===== config.mk =====
export PLATFORM = sky130hd
export DESIGN_NAME = nfc_host_frame_codec
export DESIGN_NICKNAME = d
export VERILOG_FILES = /design/src/design/nfc_codec_pkg.sv /design/src/design/nfc_host_frame_codec.sv /design/src/design/nfc_codec_core.sv /design/src/design/nfc_codec_queue.sv
export SDC_FILE = /design/constraint.sdc
export NUM_CORES = 1
export LEC_CHECK = 0
export BUFFER_PORTS_ARGS = -buffer_cell sky130_fd_sc_hd__buf_2
export CORE_MARGIN = 10
export CORE_UTILIZATION = 40
export CTS_CLUSTER_SIZE = 30
export DETAILED_ROUTE_END_ITERATION = 10
export MAX_ROUTING_LAYER = met4
export PLACE_DENSITY_LB_ADDON = 0.08
export REMOVE_ABC_BUFFERS = 1
export SLEW_MARGIN = 20
export SYNTH_ARGS = -nofsm -noshare
export SYNTH_HDL_FRONTEND = slang
export SYNTH_SLANG_ARGS = --single-unit

===== constraint.sdc =====
create_clock -name clk -period 4.52 [get_ports clk]
set_input_delay 0 -clock clk [delete_from_list [all_inputs] [get_ports clk]]
set_output_delay 0 -clock clk [all_outputs]
set_load 0.01 [all_outputs]

===== src/design/nfc_codec_pkg.sv =====
// Shared types, codes and constants for the host frame codec.
// Used by nfc_codec_core, nfc_codec_queue and nfc_host_frame_codec; depends on nothing.
package nfc_codec_pkg;

	localparam int CMD_FRAME_BYTES   = 32;
	localparam int REPLY_FRAME_BYTES = 40;

	// Most results that one input item can cause.
	localparam int MAX_RESULTS = 9;
	localparam int CNT_W       = $clog2(MAX_RESULTS + 1);

	localparam logic [7:0] TFI_HOST   = 8'hD4;
	localparam logic [7:0] TFI_READER = 8'hD5;
	localparam logic [7:0] START_CODE = 8'hFF;
	localparam logic [7:0] PREAMBLE   = 8'h00;
	localparam logic [7:0] POSTAMBLE  = 8'h00;
	localparam logic [7:0] LEN_EXTRA  = 8'd2;

	localparam logic [2:0] ACK_LEN = 3'd6;

	// Byte positions within a reply read.
	localparam logic [5:0] RIDX_READY = 6'd0;
	localparam logic [5:0] RIDX_PRE0  = 6'd1;
	localparam logic [5:0] RIDX_PRE1  = 6'd2;
	localparam logic [5:0] RIDX_START = 6'd3;
	localparam logic [5:0] RIDX_LEN   = 6'd4;
	localparam logic [5:0] RIDX_LCS   = 6'd5;
	localparam logic [5:0] RIDX_TFI   = 6'd6;
	localparam logic [5:0] RIDX_CODE  = 6'd7;

	typedef enum logic [1:0] {
		MODE_CMD   = 2'd0,
		MODE_PARAM = 2'd1,
		MODE_ACK   = 2'd2,
		MODE_REPLY = 2'd3
	} mode_t;

	typedef enum logic [1:0] {
		KIND_FRAME        = 2'd0,
		KIND_DATA         = 2'd1,
		KIND_REPLY_STATUS = 2'd2,
		KIND_ACK_STATUS   = 2'd3
	} kind_t;

	typedef enum logic [2:0] {
		ST_OK           = 3'd0,
		ST_BAD_START    = 3'd1,
		ST_BAD_HEADER   = 3'd2,
		ST_OVER_CAP     = 3'd3,
		ST_ACK_MISMATCH = 3'd4,
		ST_TOO_MANY     = 3'd5
	} status_t;

	typedef struct packed {
		logic [1:0] mode;
		logic [7:0] data_byte;
		logic [7:0] command_code;
		logic [4:0] param_count;
		logic       frame_start;
		logic [4:0] reply_capacity;
	} item_t;

	typedef struct packed {
		kind_t      kind;
		logic [7:0] out_byte;
		logic       last;
		status_t    status;
	} res_t;

	typedef struct packed {
		logic [CNT_W-1:0]            count;
		res_t [MAX_RESULTS-1:0]      ent;
	} res_list_t;

	function automatic res_t mk_res(kind_t k, logic [7:0] b, logic l, status_t s);
		res_t r;
		r.kind     = k;
		r.out_byte = b;
		r.last     = l;
		r.status   = s;
		return r;
	endfunction

	// Expected acknowledge frame, one byte per position.
	function automatic logic [7:0] ack_byte(logic [2:0] idx);
		logic [7:0] b;
		case (idx)
			3'd0:    b = 8'h01;
			3'd1:    b = 8'h00;
			3'd2:    b = 8'h00;
			3'd3:    b = 8'hFF;
			3'd4:    b = 8'h00;
			3'd5:    b = 8'hFF;
			default: b = 8'h00;
		endcase
		return b;
	endfunction

endpackage


===== src/design/nfc_host_frame_codec.sv =====
// Top level of the host frame codec: input register, protocol core and result register.
// Depends on nfc_codec_pkg, nfc_codec_core and nfc_codec_queue.
//
// Usage:
// The input channel (in_valid, in_stall) carries one byte-level item per transfer:
// a command start, a parameter byte, an acknowledge byte or a reply byte, chosen by mode.
// The output channel (out_valid, out_stall) carries the result items, each with
// kind, out_byte, last and status. One item yields zero to nine results.
// An accepted item is held in the input register; the core processes it
// combinationally and loads its whole result list into the result register,
// which presents the first result. Results leave one per cycle unless stalled.
// Throughput is one item per cycle while each item causes at most one result and
// the receiver does not stall; an item with several results holds the result register
// until its last result leaves, and the next item waits in the input register.
// When the receiver stalls, the head result holds, the result register cannot
// take the next list, and in_stall rises once the input register is occupied.
// Reset clears all protocol state, with no reply read in progress, and empties
// both registers.
module nfc_host_frame_codec (
	input  logic       clk,
	input  logic       arst_n,
	input  logic       in_valid,
	output logic       in_stall,
	input  logic [1:0] mode,
	input  logic [7:0] data_byte,
	input  logic [7:0] command_code,
	input  logic [4:0] param_count,
	input  logic       frame_start,
	input  logic [4:0] reply_capacity,
	output logic       out_valid,
	input  logic       out_stall,
	output logic [1:0] kind,
	output logic [7:0] out_byte,
	output logic       last,
	output logic [2:0] status
);
	import nfc_codec_pkg::*;

	logic      valid_s1;
	item_t     item_s1;
	logic      q_ready;
	logic      fire;
	res_list_t res_list;

	assign fire     = valid_s1 && q_ready;
	assign in_stall = valid_s1 && !q_ready;

	always_ff @(posedge clk or negedge arst_n) begin
		if (!arst_n) begin
			valid_s1 <= 1'b0;
		end else if (!in_stall) begin
			valid_s1 <= in_valid;
		end
	end

	always_ff @(posedge clk) begin
		if (in_valid && !in_stall) begin
			item_s1.mode           <= mode;
			item_s1.data_byte      <= data_byte;
			item_s1.command_code   <= command_code;
			item_s1.param_count    <= param_count;
			item_s1.frame_start    <= frame_start;
			item_s1.reply_capacity <= reply_capacity;
		end
	end

	nfc_codec_core u_core (
		.clk      (clk),
		.arst_n   (arst_n),
		.fire     (fire),
		.item     (item_s1),
		.res_list (res_list)
	);

	nfc_codec_queue u_queue (
		.clk       (clk),
		.arst_n    (arst_n),
		.load      (fire),
		.res_list  (res_list),
		.ready     (q_ready),
		.out_valid (out_valid),
		.out_stall (out_stall),
		.kind      (kind),
		.out_byte  (out_byte),
		.last      (last),
		.status    (status)
	);

endmodule


===== src/design/nfc_codec_core.sv =====
// Protocol state and the single-pass step that turns one item into its result list.
// Depends on nfc_codec_pkg.
module nfc_codec_core (
	input  logic                    clk,
	input  logic                    arst_n,
	input  logic                    fire,
	input  nfc_codec_pkg::item_t    item,
	output nfc_codec_pkg::res_list_t res_list
);
	import nfc_codec_pkg::*;

	logic [7:0] last_command_q, last_command_nxt;
	logic [7:0] data_sum_q, data_sum_nxt;
	logic [4:0] params_left_q, params_left_nxt;
	logic [2:0] ack_index_q, ack_index_nxt;
	logic       ack_error_q, ack_error_nxt;
	logic [5:0] reply_index_q, reply_index_nxt;
	logic [7:0] reply_length_q, reply_length_nxt;
	logic [4:0] capacity_held_q, capacity_held_nxt;
	logic       reply_done_q, reply_done_nxt;

	mode_t      mode;
	logic [7:0] b;
	logic [7:0] len;
	logic [7:0] sum_new;
	logic [4:0] left_new;
	logic       too_many;
	logic [2:0] aidx;
	logic       aerr;
	logic [5:0] ridx;
	logic       rdone;
	logic [7:0] dl;
	logic       fail;
	status_t    fail_st;

	assign mode     = mode_t'(item.mode);
	assign b        = item.data_byte;
	assign len      = 8'(item.param_count) + LEN_EXTRA;
	assign too_many = (10'(item.param_count) + 10'd9) > 10'(CMD_FRAME_BYTES);
	assign sum_new  = data_sum_q + b;
	assign left_new = params_left_q - 5'd1;
	assign aidx     = item.frame_start ? 3'd0 : ack_index_q;
	assign aerr     = item.frame_start ? 1'b0 : ack_error_q;
	assign ridx     = item.frame_start ? 6'd0 : reply_index_q;
	assign rdone    = item.frame_start ? 1'b0 : reply_done_q;
	assign dl       = reply_length_q - LEN_EXTRA;

	always_comb begin
		last_command_nxt  = last_command_q;
		data_sum_nxt      = data_sum_q;
		params_left_nxt   = params_left_q;
		ack_index_nxt     = ack_index_q;
		ack_error_nxt     = ack_error_q;
		reply_index_nxt   = reply_index_q;
		reply_length_nxt  = reply_length_q;
		capacity_held_nxt = capacity_held_q;
		reply_done_nxt    = reply_done_q;
		res_list          = '0;
		fail              = 1'b0;
		fail_st           = ST_OK;

		case (mode)
			MODE_CMD: begin
				last_command_nxt = item.command_code;
				if (too_many) begin
					params_left_nxt  = '0;
					res_list.ent[0]  = mk_res(KIND_FRAME, 8'h00, 1'b0, ST_TOO_MANY);
					res_list.count   = CNT_W'(1);
				end else begin
					res_list.ent[0] = mk_res(KIND_FRAME, PREAMBLE, 1'b0, ST_OK);
					res_list.ent[1] = mk_res(KIND_FRAME, PREAMBLE, 1'b0, ST_OK);
					res_list.ent[2] = mk_res(KIND_FRAME, START_CODE, 1'b0, ST_OK);
					res_list.ent[3] = mk_res(KIND_FRAME, len, 1'b0, ST_OK);
					res_list.ent[4] = mk_res(KIND_FRAME, 8'h00 - len, 1'b0, ST_OK);
					res_list.ent[5] = mk_res(KIND_FRAME, TFI_HOST, 1'b0, ST_OK);
					res_list.ent[6] = mk_res(KIND_FRAME, item.command_code, 1'b0, ST_OK);
					data_sum_nxt    = TFI_HOST + item.command_code;
					params_left_nxt = item.param_count;
					if (item.param_count == 5'd0) begin
						res_list.ent[7] = mk_res(KIND_FRAME,
							8'h00 - (TFI_HOST + item.command_code), 1'b0, ST_OK);
						res_list.ent[8] = mk_res(KIND_FRAME, POSTAMBLE, 1'b1, ST_OK);
						res_list.count  = CNT_W'(9);
					end else begin
						res_list.count  = CNT_W'(7);
					end
				end
			end
			MODE_PARAM: begin
				if (params_left_q != 5'd0) begin
					data_sum_nxt    = sum_new;
					params_left_nxt = left_new;
					res_list.ent[0] = mk_res(KIND_FRAME, b, 1'b0, ST_OK);
					if (left_new == 5'd0) begin
						res_list.ent[1] = mk_res(KIND_FRAME, 8'h00 - sum_new, 1'b0, ST_OK);
						res_list.ent[2] = mk_res(KIND_FRAME, POSTAMBLE, 1'b1, ST_OK);
						res_list.count  = CNT_W'(3);
					end else begin
						res_list.count  = CNT_W'(1);
					end
				end
			end
			MODE_ACK: begin
				ack_index_nxt = aidx;
				ack_error_nxt = aerr;
				if (aidx < ACK_LEN) begin
					ack_index_nxt = aidx + 3'd1;
					ack_error_nxt = aerr | (b != ack_byte(aidx));
					if (aidx + 3'd1 == ACK_LEN) begin
						res_list.ent[0] = mk_res(KIND_ACK_STATUS, 8'h00, 1'b0,
							(aerr | (b != ack_byte(aidx))) ? ST_ACK_MISMATCH : ST_OK);
						res_list.count  = CNT_W'(1);
					end
				end
			end
			MODE_REPLY: begin
				reply_index_nxt = ridx;
				reply_done_nxt  = rdone;
				if (item.frame_start)
					capacity_held_nxt = item.reply_capacity;
				if (!rdone) begin
					reply_index_nxt = ridx + 6'd1;
					case (ridx)
						RIDX_READY: begin
							if (!b[0]) begin
								fail    = 1'b1;
								fail_st = ST_BAD_START;
							end
						end
						RIDX_PRE0, RIDX_PRE1: begin
							if (b != PREAMBLE) begin
								fail    = 1'b1;
								fail_st = ST_BAD_START;
							end
						end
						RIDX_START: begin
							if (b != START_CODE) begin
								fail    = 1'b1;
								fail_st = ST_BAD_START;
							end
						end
						RIDX_LEN: begin
							reply_length_nxt = b;
						end
						RIDX_LCS: begin
							if ((reply_length_q + b) != 8'h00 || reply_length_q < LEN_EXTRA
								|| (10'(reply_length_q) + 10'd8) > 10'(REPLY_FRAME_BYTES)) begin
								fail    = 1'b1;
								fail_st = ST_BAD_HEADER;
							end
						end
						RIDX_TFI: begin
							if (b != TFI_READER) begin
								fail    = 1'b1;
								fail_st = ST_BAD_HEADER;
							end
						end
						RIDX_CODE: begin
							if (b != last_command_q + 8'd1) begin
								fail    = 1'b1;
								fail_st = ST_BAD_HEADER;
							end else if (dl > 8'(capacity_held_nxt)) begin
								fail    = 1'b1;
								fail_st = ST_OVER_CAP;
							end else if (dl == 8'd0) begin
								res_list.ent[0] = mk_res(KIND_REPLY_STATUS, 8'h00, 1'b0, ST_OK);
								res_list.count  = CNT_W'(1);
								reply_done_nxt  = 1'b1;
							end
						end
						default: begin
							// Payload byte; the final one is followed by the length status.
							if ((8'(ridx) - 8'd7) >= dl) begin
								res_list.ent[0] = mk_res(KIND_DATA, b, 1'b1, ST_OK);
								res_list.ent[1] = mk_res(KIND_REPLY_STATUS, dl, 1'b0, ST_OK);
								res_list.count  = CNT_W'(2);
								reply_done_nxt  = 1'b1;
							end else begin
								res_list.ent[0] = mk_res(KIND_DATA, b, 1'b0, ST_OK);
								res_list.count  = CNT_W'(1);
							end
						end
					endcase
					if (fail) begin
						res_list.ent[0] = mk_res(KIND_REPLY_STATUS, 8'h00, 1'b0, fail_st);
						res_list.count  = CNT_W'(1);
						reply_done_nxt  = 1'b1;
					end
				end
			end
			default: begin
			end
		endcase
	end

	always_ff @(posedge clk or negedge arst_n) begin
		if (!arst_n) begin
			last_command_q  <= '0;
			data_sum_q      <= '0;
			params_left_q   <= '0;
			ack_index_q     <= '0;
			ack_error_q     <= 1'b0;
			reply_index_q   <= '0;
			reply_length_q  <= '0;
			capacity_held_q <= '0;
			reply_done_q    <= 1'b1;
		end else if (fire) begin
			last_command_q  <= last_command_nxt;
			data_sum_q      <= data_sum_nxt;
			params_left_q   <= params_left_nxt;
			ack_index_q     <= ack_index_nxt;
			ack_error_q     <= ack_error_nxt;
			reply_index_q   <= reply_index_nxt;
			reply_length_q  <= reply_length_nxt;
			capacity_held_q <= capacity_held_nxt;
			reply_done_q    <= reply_done_nxt;
		end
	end

	a_ack_index_range: assert property (@(posedge clk) disable iff (!arst_n)
		ack_index_q <= ACK_LEN)
		else $error("ack index ran past the acknowledge frame");

	a_params_left_range: assert property (@(posedge clk) disable iff (!arst_n)
		(10'(params_left_q) + 10'd9) <= 10'(CMD_FRAME_BYTES))
		else $error("parameter count exceeds the command frame");

	a_payload_checked: assert property (@(posedge clk) disable iff (!arst_n)
		(!reply_done_q && reply_index_q > RIDX_CODE) |->
			(reply_length_q >= LEN_EXTRA && dl <= 8'(capacity_held_q)))
		else $error("reply payload in progress without a validated length");

endmodule


===== src/design/nfc_codec_queue.sv =====
// Result register: holds the result list of one item and hands it out one transfer at a time.
// Depends on nfc_codec_pkg.
module nfc_codec_queue (
	input  logic                     clk,
	input  logic                     arst_n,
	input  logic                     load,
	input  nfc_codec_pkg::res_list_t res_list,
	output logic                     ready,
	output logic                     out_valid,
	input  logic                     out_stall,
	output logic [1:0]               kind,
	output logic [7:0]               out_byte,
	output logic                     last,
	output logic [2:0]               status
);
	import nfc_codec_pkg::*;

	logic [CNT_W-1:0] cnt_q;
	res_t             ent_q [MAX_RESULTS];
	logic             take;

	assign out_valid = cnt_q != '0;
	assign take      = out_valid && !out_stall;
	// A new list may enter once the current one is empty or its final entry leaves now.
	assign ready     = (cnt_q == '0) || (cnt_q == CNT_W'(1) && take);

	assign kind     = ent_q[0].kind;
	assign out_byte = ent_q[0].out_byte;
	assign last     = ent_q[0].last;
	assign status   = ent_q[0].status;

	always_ff @(posedge clk or negedge arst_n) begin
		if (!arst_n) begin
			cnt_q <= '0;
		end else if (load) begin
			cnt_q <= res_list.count;
		end else if (take) begin
			cnt_q <= cnt_q - CNT_W'(1);
		end
	end

	always_ff @(posedge clk) begin
		if (load) begin
			for (int k = 0; k < MAX_RESULTS; k++)
				ent_q[k] <= res_list.ent[k];
		end else if (take) begin
			for (int k = 0; k < MAX_RESULTS - 1; k++)
				ent_q[k] <= ent_q[k + 1];
		end
	end

	a_count_range: assert property (@(posedge clk) disable iff (!arst_n)
		cnt_q <= CNT_W'(MAX_RESULTS))
		else $error("result count out of range");

	a_postamble_final: assert property (@(posedge clk) disable iff (!arst_n)
		(out_valid && last && ent_q[0].kind == KIND_FRAME) |-> cnt_q == CNT_W'(1))
		else $error("results pending behind the postamble");

	a_data_end_status: assert property (@(posedge clk) disable iff (!arst_n)
		(out_valid && last && ent_q[0].kind == KIND_DATA) |->
			(cnt_q >= CNT_W'(2) && ent_q[1].kind == KIND_REPLY_STATUS))
		else $error("final data byte not followed by the reply status");

	a_data_status_ok: assert property (@(posedge clk) disable iff (!arst_n)
		(out_valid && ent_q[0].kind == KIND_DATA) |-> ent_q[0].status == ST_OK)
		else $error("data byte carries an error status");

endmodule


==> impl_results.md, run 1 <==
* Vias per inst at around 5.4
* Startpoint types: flop
* Clk buf depth at 2
* Mean Syn Cell Area at approximately 11 um^2
* Die Y at approximately 170 um
* WL final at 21.81 mm
* Global-route wire length before repair at roughly 35 mm
* Placed Area at about 9400 um^2
* Most frequent cells in the layout: 108 x edfxtp_1, 92 x nand2_1, 62 x nor2_1
* Std cell rows at between 50 and 60
* Dpl hpwl at around 15 mm
* Clock transition at path regs at ~60 ps
* Slew headroom at 30.21%
* Commonest non-fill, non-tap cell in the layout: edfxtp_1
* Final Skew at between 8 and 9 ps
* Area Overhead vs Synth at 14.55%
* Status: finished clean
* GPL Wtd Cong at approximately 0.93
* Hold Path Class: in -> async
* Critical path class: reg -> reg
* Final hold vios at 0
* Die area at 28820 um^2
* Primary FF master, synth: edfxtp_1
* CP Data Required Time at ~4800 ps
* Die Wd at between 150 and 200 um
* Boundary Pins at 49
* Worst skew pair latency at approximately 420 ps
* Total GRT Usage at between 10% and 20%
* Worst Tran Pin Value at 1047 ps
* R2r endpoint: u_queue.ent_q[0][20]$_DFFE_PP_
* Vias in the first global route at 6406
* EDFF count, synth at about 110
* Clk root buf: clkbuf_16
* RSZ-0062 raised after global routing: no
* Max Freq at 267.4 MHz
* Core area at between 20000 and 25000 um^2
* Crit path to: u_queue.ent_q[0][20]$_DFFE_PP_
* H-tree depth at 4
* Pre-Repair DR Iteration Count at 5
* CTS Buf Count at 17
* Synth Instances at between 800 and 900
* Final instance area at just over 10000 um^2
* Drt drc at 0
* CP startpoint: item_s1[5]$_DFFE_PP_
* Period Utilization, post-route at between 80% and 90%
* Crit Reg-Reg Startpoint: item_s1[5]$_DFFE_PP_
* Initial antenna violation count at 0
* TritonCTS clock tree: yes
* Fin crit period at ~3700 ps
* Initial core utilization at approximately two fifths
* DR vias at about 6500
* Worst R2R Setup Slack at approximately 780 ps
* Layout cells sized above 1 at roughly 14%
* Final setup fails at 0
* Ant diodes at 0
* Kind of end point of the critical path: flop
* Power Dens Cells at between 600 and 700 nW/um^2
* Routed Antenna Nets at 0
* Flops & latches, synth at approximately 160
* GRT Residual Overflow at 0
* Post-Syn Area at approximately 9000 um^2
* FF-to-FF path depth at 13
* Num Clock Sinks at 158
* I/O Buffers at 48
* Leakage at 0.004207 uW
* Setup tns final at 0 ps
* Worst VDD drop at 262.9 uV
* Wire length per cell at between 15 and 20 um
* Largest net degree at the start of global routing at 80
* Synth async-reset ratio at between 30% and 40%
* Crit Path Max Fanout at 12
* Post-synthesis sequential area ratio at approximately half
* Fin nets at between 900 and 1000
* Maxcap violations at 0
* Number of distinct library cells after synthesis at between 80 and 90
* Arrival time worst endpoint at roughly 4000 ps
* Max-slew violation count at 0
* Warnings, synthesis at 0
* Starting DRT DRC Count at 492
## worst min path at each step
stage	end	slack, ps	cells past startpoint
floorplan	u_core.ack_error_q$_DFFE_PN0P_	-300	0
global placement	u_core.ack_index_q[2]$_DFFE_PN0P_	180	2
detailed placement	item_s1[16]$_DFFE_PP_	180	1
CTS	u_core.ack_index_q[1]$_DFFE_PN0P_	260	3
global route	item_s1[24]$_DFFE_PP_	270	2
finish	u_core.ack_index_q[2]$_DFFE_PN0P_	240	3
## cells by family (layout without fill, tap and decap cells)
group                    Yosys count  after routing  share of synthesized area, %
AO/OA/AOI/OAI                    196            196                         15.28
XOR/XNOR                          48             48                         4.769
adder cells (fa/ha/maj)           56             56                         7.949
buffers and inverters             87            162                         4.644
flip-flops                       158            158                         50.10
multiplexers                      20             20                         2.413
AND/OR/NAND/NOR                  271            271                         14.84
## metrics by stage
| stage | setup WS, ps | cells | hold WS [ps] | total power, uW | utilization, % |
|---|---|---|---|---|---|
| detailed placement | 804.9 | 1127 | 178.1 | 5202 | 42.75 |
| global route | 369.0 | 1191 | 270.4 | 7078 | 46.80 |
| global placement | 1037 | 1127 | 176.2 | 5149 | 42.75 |
| finish | 780.3 | 1191 | 241.1 | 6603 | 46.80 |
| floorplan | 678.3 | 789 | -295.6 | 4422 | - |
| CTS | 783.8 | 1191 | 257.7 | 6653 | 46.80 |
## layer usage
layer / share of wire, % / GRT usage [%] / up-vias / wire, um
li1: - / - / 3156 / -
met1: 49 / 21.29 / 3136 / 10620
met2: 45 / 23.90 / 154 / 9878
met3: 4.8 / 3.280 / 17 / 1037
met4: 1.3 / 4.082 / 0 / 282
met5: 0 / - / - / 0
## what timing repair did
item / CTS / global route
hold endpoints to repair: 80 / 0
gates resized for setup: 0 / 0
hold buffers: 32 / 0
buffers inserted: 0 / 0
## worst max-delay path, stage by stage (launching register included)
cell,delay (ps)
edfxtp_1,380
inv_1,320
nand2_1,170
inv_1,160
ha_1,340
nand2_1,100
nand2_1,60
nand2_1,80
ha_1,330
o211ai_1,100
o311ai_1,480
nor2b_1,680
a221o_1,280
o21a_1,110
## final cells by class
class / instances / area, um^2
repair buffers: 90 / 635.6
well taps: 280 / 350.3
clock buffers: 18 / 429.2
flip-flops and latches: 158 / 4496
multi-input cells: 591 / 4073
clock inverters: 14 / 141.4
inverters: 40 / 152.6
fillers: 1996 / 11680
## registers in the layout (all words and copies together) (netlist names)
| name | count |
|---|---|
| item_s1 | 29 |
| valid_s1 | 1 |
| u_core.ack_index_q | 3 |
| u_queue.cnt_q | 4 |
| u_core.reply_done_q | 1 |
| u_core.last_command_q | 8 |
| u_core.capacity_held_q | 5 |
| u_core.reply_length_q | 8 |
| u_core.params_left_q | 5 |
| u_core.ack_error_q | 1 |
| u_queue.ent_q | 79 |
| u_core.data_sum_q | 8 |
| u_core.reply_index_q | 6 |
## where the power goes
group	leakage [uW]	internal, uW	total (uW)	switching [uW]
Combinational	0.00227	993	2510	1520
Sequential	0.00167	2310	2680	368
Clock	0.000270	812	1410	598
## cells in the mapped netlist (all sizes together) (4+ instances only)
cell    instances  area share (%)
buf            35             2.4
and3            4            0.28
mux2           13             1.6
a21o           21             1.8
o22ai           4            0.28
nor2           64             2.8
xnor2          33             3.3
o21a            4            0.33
or3             4            0.28
and2           17             1.2
nor2b          11            0.77
nand3          20             1.1
a31oi           8            0.56
clkbuf         12            0.50
inv            40             1.7
o31ai          12             1.1
xor2           15             1.5
nor3           18             1.1
a21oi          38             2.2
a311oi          5            0.56
edfxtp        108              36
nor3b           9            0.86
a32oi           4            0.39
dfrtp          49              14
nand2          94             4.0
nand2b          8            0.56
nor4            7            0.56
a22o           11             1.1
a221oi          7            0.75
ha             53             7.4
mux2i           7            0.78
o21ai          47             2.6
(Power assumes the default switching activity.)
==> run 2: changes to the inputs <==
- clock period: 4.52 -> 3.1 ns (I/O delays scaled with it)
==> run 2 against run 1 <==
Die area unchanged. Via count up 2.1%. Utilization increased by 1.5 points. Worst setup slack got worse by 670 ps. Clock power rose by 46%. Sequential power rose by 43%. Non-clock buffer count is 30 higher. First-iteration DRC count shrank 10%. Flip-flop and latch count unchanged. Power is 49% higher. Register-to-register slack got worse by 670 ps. Hold slack lost 21 ps.
==> impl_results.md, run 2 (synthesized netlist as in run 1, its figures left out) <==
* Slew headroom at 41.91% (+12 points)
* Final Non-Filler Cells at 1221 (+2.5%)
* Clk buf depth at 2 (unchanged)
* Combinational share of power at 39.9% (+1.8 points)
* Ant diodes at 0 (unchanged)
* Worst skew pair latency at 430 ps (about the same)
* Clock transition at path regs at 70 ps (about the same)
* GPL Wtd Cong at 0.8630 (-7.4%)
* Global-route wire length before repair at 36.53 mm (+4.6%)
* Final hold vios at 0 (unchanged)
* CP Data Required Time at 3270 ps (-1540 ps)
* CP max-delay cell: edfxtp_1
* Die Y at 169.8 um (unchanged)
* Largest register FFs at 79 (unchanged)
* Int Power at 6103 uW (+48%)
* Final Worst Setup Slack at 109.4 ps (-670.9 ps)
* Power Dens Cells at 926.3 nW/um^2 (+44%)
* Clk pwr share at 21.0% (-0.3 points)
* Max Freq at 334.4 MHz (+25%)
* Final setup fails at 0 (unchanged)
* Starting DRT DRC Count at 442 (-10%)
* Layout cells sized above 1 at 17.75% (+4.1 points)
* Crit path to: u_queue.ent_q[0][13]$_DFFE_PP_
* Final Skew at 10.30 ps (+1.750 ps)
* Sw Share at 37.90% (+0.23 points)
* Worst VDD drop at 450.2 uV (+71%)
* Post-place setup slack at 63.20 ps (-741.7 ps)
* Fin util at 48.31% (+1.5 points)
* FF-to-FF path depth at 9 (-4)
* Critical path class: reg -> reg
* I/O Buffers at 48 (unchanged)
* Core area at 21960 um^2 (unchanged)
* Worst R2R Setup Slack at 110 ps (-670 ps)
* Reg power frac at 39.1% (-1.5 points)
* Vias per inst at 5.406 (-0.37%)
* Fin nets at 1016 (+3.0%)
* Placed cells at 1153 (+2.3%)
* Crit Path Max Fanout at 3 (-9)
* Commonest non-fill, non-tap cell in the layout: edfxtp_1
* Routed Antenna Nets at 0 (unchanged)
* Hold Path Class: in -> async
* Biggest regs: u_queue.ent_q (79), item_s1 (29)
* R2r endpoint: u_queue.ent_q[0][13]$_DFFE_PP_
* Boundary Pins at 49 (unchanged)
* Largest net degree at the start of global routing at 62 (-23%)
* Kind of end point of the critical path: flop
* Layout filler cell count at 1984 (-0.60%)
* Die area at 28820 um^2 (unchanged)
* Clk root buf: clkbuf_16
* Maxcap violations at 0 (unchanged)
* Num Clock Sinks at 158 (unchanged)
* Most frequent cells in the layout: 108 x edfxtp_1, 92 x nand2_1, 62 x nor2_1
* Vias in the first global route at 6771 (+5.7%)
* Die Wd at 169.8 um (unchanged)
* Worst Tran Pin Value at 871.3 ps (-175.5 ps)
* CP startpoint: item_s1[19]$_DFFE_PP_
* Crit Reg-Reg Startpoint: item_s1[19]$_DFFE_PP_
* Initial core utilization at 40.86% (unchanged)
* Final instance area at 10610 um^2 (+3.2%)
* Startpoint types: flop
* GRT Residual Overflow at 0 (unchanged)
* Fin crit period at 2991 ps (-749.1 ps)
* Slowest stage delay, CP at 450 ps (-230 ps)
* CTS Buf Count at 17 (unchanged)
* Arrival time worst endpoint at 3160 ps (-870 ps)
* Std cell rows at 54 (unchanged)
* Pre-Repair DR Iteration Count at 5 (unchanged)
* Drt drc at 0 (unchanged)
* Period Utilization, post-route at 96.47% (+14 points)
* Placed Area at 9607 um^2 (+2.3%)
* Critical Path, Cell by Cell: ha_1, fa_1, a211oi_4, o21bai_1, a211o_1, nor4_2, a21oi_2, o31ai_2, a21oi_1
* Area Overhead vs Synth at 18.24%
* Wire length per cell at 18.33 um (about the same)
* Max-slew violation count at 0 (unchanged)
* DR vias at 6601 (+2.1%)
* Leakage at 0.004388 uW (+4.3%)
* Total GRT Usage at 16.36% (+0.52 points)
* H-tree depth at 4 (unchanged)
* Status: finished clean
* Biggest register: u_queue.ent_q
* TritonCTS clock tree: yes
* Switching pwr at 3724 uW (+50%)
* WL final at 22.38 mm (+2.6%)
* Initial antenna violation count at 0 (unchanged)
* Dpl hpwl at 16.09 mm (+4.1%)
==> run 2: changes by cell type in the layout (fill, tap and decap cells not counted), sizes merged <==
cell,delta
inv,+5
clkinvlp,-2
clkinv,-1
clkbuf,-1
buf,+30
bufinv,-1
==> run 2: power groups by stage <==
stage / logic, uW / clock network [uW] / registers [uW]
6_report: 3920 / 2060 / 3840
5_1_grt: 4430 / 2200 / 3940
4_1_cts: 3930 / 2110 / 3860
3_5_place_dp: 3870 / 0 / 3890
3_3_place_gp: 3820 / 0 / 3870
2_1_floorplan: 2610 / 0 / 3830
==> run 2: worst max-delay path: cells and delay by family, from the launching register on <==
family	cells	cell delay [ps]
AND/OR/NAND/NOR	1	280
flip-flops	1	450
adder cells (fa/ha/maj)	2	720
AO/OA/AOI/OAI	6	1270
==> run 2: metal layers <==
layer / share of wire, % / track usage, % / up-vias / wire [um]
met5: 0 / - / - / 0
met3: 4.2 / 3.605 / 23 / 945
met4: 1.5 / 4.578 / 0 / 325
met1: 49 / 21.71 / 3231 / 10920
met2: 46 / 24.69 / 124 / 10190
li1: - / - / 3223 / -
==> run 2: timing repair <==
item,CTS,global route
hold endpoints to repair,64,0
gates resized for setup,0,17
endpoints found under the setup margin,0,13
setup buffers,0,4
hold buffers,32,0
==> run 2: worst min-delay path by stage <==
stage | from | to | slack, ps
finish | arst_n | u_core.ack_index_q[1]$_DFFE_PN0P_ | 220
global route | data_byte[1] | item_s1[20]$_DFFE_PP_ | 260
floorplan | arst_n | u_core.ack_error_q$_DFFE_PN0P_ | -300
global placement | arst_n | u_core.reply_index_q[5]$_DFFE_PN0P_ | 180
CTS | arst_n | u_core.ack_index_q[1]$_DFFE_PN0P_ | 250
detailed placement | arst_n | u_core.ack_index_q[1]$_DFFE_PN0P_ | 170
==> run 2: final cells by class <==
type | count | area [um^2] | share of cell area (%)
clock inverter | 15 | 152.6 | 1.439
clock buffer | 17 | 425.4 | 4.010
timing repair buffer | 120 | 885.9 | 8.350
sequential | 158 | 4497 | 42.39
tap | 280 | 350.3 | 3.302
inverter | 40 | 152.6 | 1.439
multi-input combinational | 591 | 4145 | 39.07
==> run 2: stage by stage <==
step                      hold slack, ps  power (uW)  setup TNS, ps
final                              220.2        9827              0
after global routing               261.0       10570         -51.43
after CTS                          252.9        9893              0
after detailed placement           168.9        7762              0
after global placement             176.5        7691              0
after floorplan                   -295.6        6447         -25510
==> run 3: changes to the inputs <==
- clock period: 3.1 -> 3.3 ns (I/O delays scaled with it)
==> run 3 against run 2 <==
Clock skew decreased by 0.56 ps. Clock power is 10% lower. Count of clock-buffer cells in the layout up 2. Flip-flop and latch count unchanged. Wire length is 0.14% higher. Via count rose by 0.41%. Die area unchanged. Cell area is 0.90% lower.
==> impl_results.md, run 3 (synthesized netlist as in run 1, its figures left out) <==
* CTS Buf Count at 17 (unchanged)
* Critical Path, Cell by Cell: ha_1, fa_1, a211oi_4, o21bai_1, a211o_1, nor4_2, a21oi_1, o31ai_2, a21oi_1
* H-tree depth at 4 (unchanged)
* Fin util at 47.88% (-0.43 points)
* Worst VDD drop at 306.4 uV (-32%)
* Die Y at 169.8 um (unchanged)
* Initial antenna violation count at 0 (unchanged)
* Starting DRT DRC Count at 479 (+8.4%)
* Initial core utilization at 40.86% (unchanged)
* Routed Antenna Nets at 0 (unchanged)
* Final hold vios at 0 (unchanged)
* Biggest regs: u_queue.ent_q (79), item_s1 (29)
* DR vias at 6628 (+0.41%)
* I/O Buffers at 48 (unchanged)
* Clock transition at path regs at 60 ps (about the same)
* CP Data Required Time at 3460 ps (+190 ps)
* Area Overhead vs Synth at 17.18%
* Ant diodes at 0 (unchanged)
* Power Dens Cells at 871.3 nW/um^2 (-5.9%)
* Maxcap violations at 0 (unchanged)
* Num Clock Sinks at 158 (unchanged)
* Startpoint types: flop
* Wire length per cell at 18.44 um (+0.63%)
* Kind of end point of the critical path: flop
* Commonest non-fill, non-tap cell in the layout: edfxtp_1
* Vias per inst at 5.455 (+0.90%)
* Clk buf depth at 2 (unchanged)
* Worst path depth at 9 (unchanged)
* Max-slew violation count at 0 (unchanged)
* Critical path's top delay family: compound AO/OA/AOI/OAI gates
* Slew headroom at 51.74% (+9.8 points)
* Largest net degree at the start of global routing at 32 (-48%)
* Global-route wire length before repair at 35.77 mm (-2.1%)
* Dpl hpwl at 16.42 mm (+2.1%)
* Core area at 21960 um^2 (unchanged)
* Vias in the first global route at 6560 (-3.1%)
* Most frequent CP cell: a21oi_1
* Period Utilization, post-route at 95.33% (-1.1 points)
* Hold Path Class: in -> async
* Final setup fails at 0 (unchanged)
* WL final at 22.41 mm (+0.14%)
* Pre-Repair DR Iteration Count at 5 (unchanged)
* Biggest register: u_queue.ent_q
* TritonCTS clock tree: yes
* Worst Tran Pin Value at 717.3 ps (-154.1 ps)
* GRT Residual Overflow at 0 (unchanged)
* RSZ-0062 raised after global routing: no
* CP Buf/Inv Count at 0 (unchanged)
* Drt drc at 0 (unchanged)
* Die Wd at 169.8 um (unchanged)
* Post-place setup slack at -28.77 ps (-91.98 ps)
* Slowest stage delay, CP at 470 ps (+20 ps)
* Fin crit period at 3146 ps (+155.3 ps)
* Leakage at 0.004343 uW (-1.0%)
* Die area at 28820 um^2 (unchanged)
* FF-to-FF path depth at 9 (unchanged)
* Placed Area at 9569 um^2 (-0.39%)
* Max Freq at 317.9 MHz (-4.9%)
* Critical path class: reg -> reg
* Status: finished clean
* Clk root buf: clkbuf_16
* Final Hold Slack at 79.19 ps (-141.0 ps)
* Crit Path Max Fanout at 4 (+1)
* Final instance area at 10510 um^2 (-0.90%)
* Boundary Pins at 49 (unchanged)
* Largest register FFs at 79 (unchanged)
* Final Skew at 9.743 ps (-0.5558 ps)
* Arrival time worst endpoint at 3310 ps (+150 ps)
* Fin nets at 1010 (-0.59%)
* Worst skew pair latency at 420 ps (about the same)
* Final Worst Setup Slack at 154.2 ps (+44.74 ps)
* Layout cells sized above 1 at 16.15% (-1.6 points)
* GPL Wtd Cong at 0.9090 (+5.3%)
* Std cell rows at 54 (unchanged)
* Total GRT Usage at 16.13% (-0.23 points)
* CP max-delay cell: edfxtp_1
* Most frequent cells in the layout: 108 x edfxtp_1, 92 x nand2_1, 62 x nor2_1
==> run 3: final cells by class <==
cell class / instances / area (um^2)
flip-flops and latches: 158 / 4496
multi-input cells: 592 / 4131
inverters: 40 / 152.6
repair buffers: 113 / 833.3
clock buffers: 19 / 432.9
clock inverters: 13 / 117.6
fillers: 2022 / 11440
well taps: 280 / 350.3
==> run 3: path summary, 6_finish.rpt <==
check                                                            from                                    end  slack (ps)
worst max-delay path                            item_s1[19]$_DFFE_PP_         u_queue.ent_q[0][13]$_DFFE_PP_         150
worst min register to register  u_core.capacity_held_q[2]$_DFFE_PN0P_  u_core.capacity_held_q[2]$_DFFE_PN0P_         490
max in group asynchronous                                      arst_n       u_core.data_sum_q[6]$_DFFE_PN0P_        2400
min in group clk                                         data_byte[6]                  item_s1[25]$_DFFE_PP_         280
worst max register to register                  item_s1[19]$_DFFE_PP_         u_queue.ent_q[0][13]$_DFFE_PP_         150
worst min-delay path                                           arst_n      u_core.ack_index_q[0]$_DFFE_PN0P_          80
==> run 3: metal layers <==
layer | track usage (%) | vias up | wire [um]
met1 | 21.66 | 3271 | 10850
li1 | - | 3204 | -
met5 | - | - | 0
met4 | 3.663 | 0 | 215
met2 | 24.67 | 135 | 10390
met3 | 3.210 | 18 | 951
==> run 3: metrics by stage <==
step,setup TNS [ps],cells,total power [uW]
2_1_floorplan,-8187,789,6056
3_3_place_gp,0,1148,7205
3_5_place_dp,-66.41,1148,7298
4_1_cts,0,1212,9217
5_1_grt,0,1215,9842
6_report,0,1215,9160
==> run 3: what timing repair did <==
item                                   in CTS  in global routing
cloned                                      0                  1
endpoints found under the hold margin      50                  0
setup buffers                               0                  2
gates resized for setup                     1                  6
hold buffers                               32                  0
setup endpoints to repair                   6                 14
==> run 3: power by group <==
| group | internal, uW | switching [uW] | total [uW] |
|---|---|---|---|
| combinational | 1500 | 2170 | 3670 |
| sequential | 3150 | 482 | 3630 |
| clock | 1040 | 811 | 1850 |
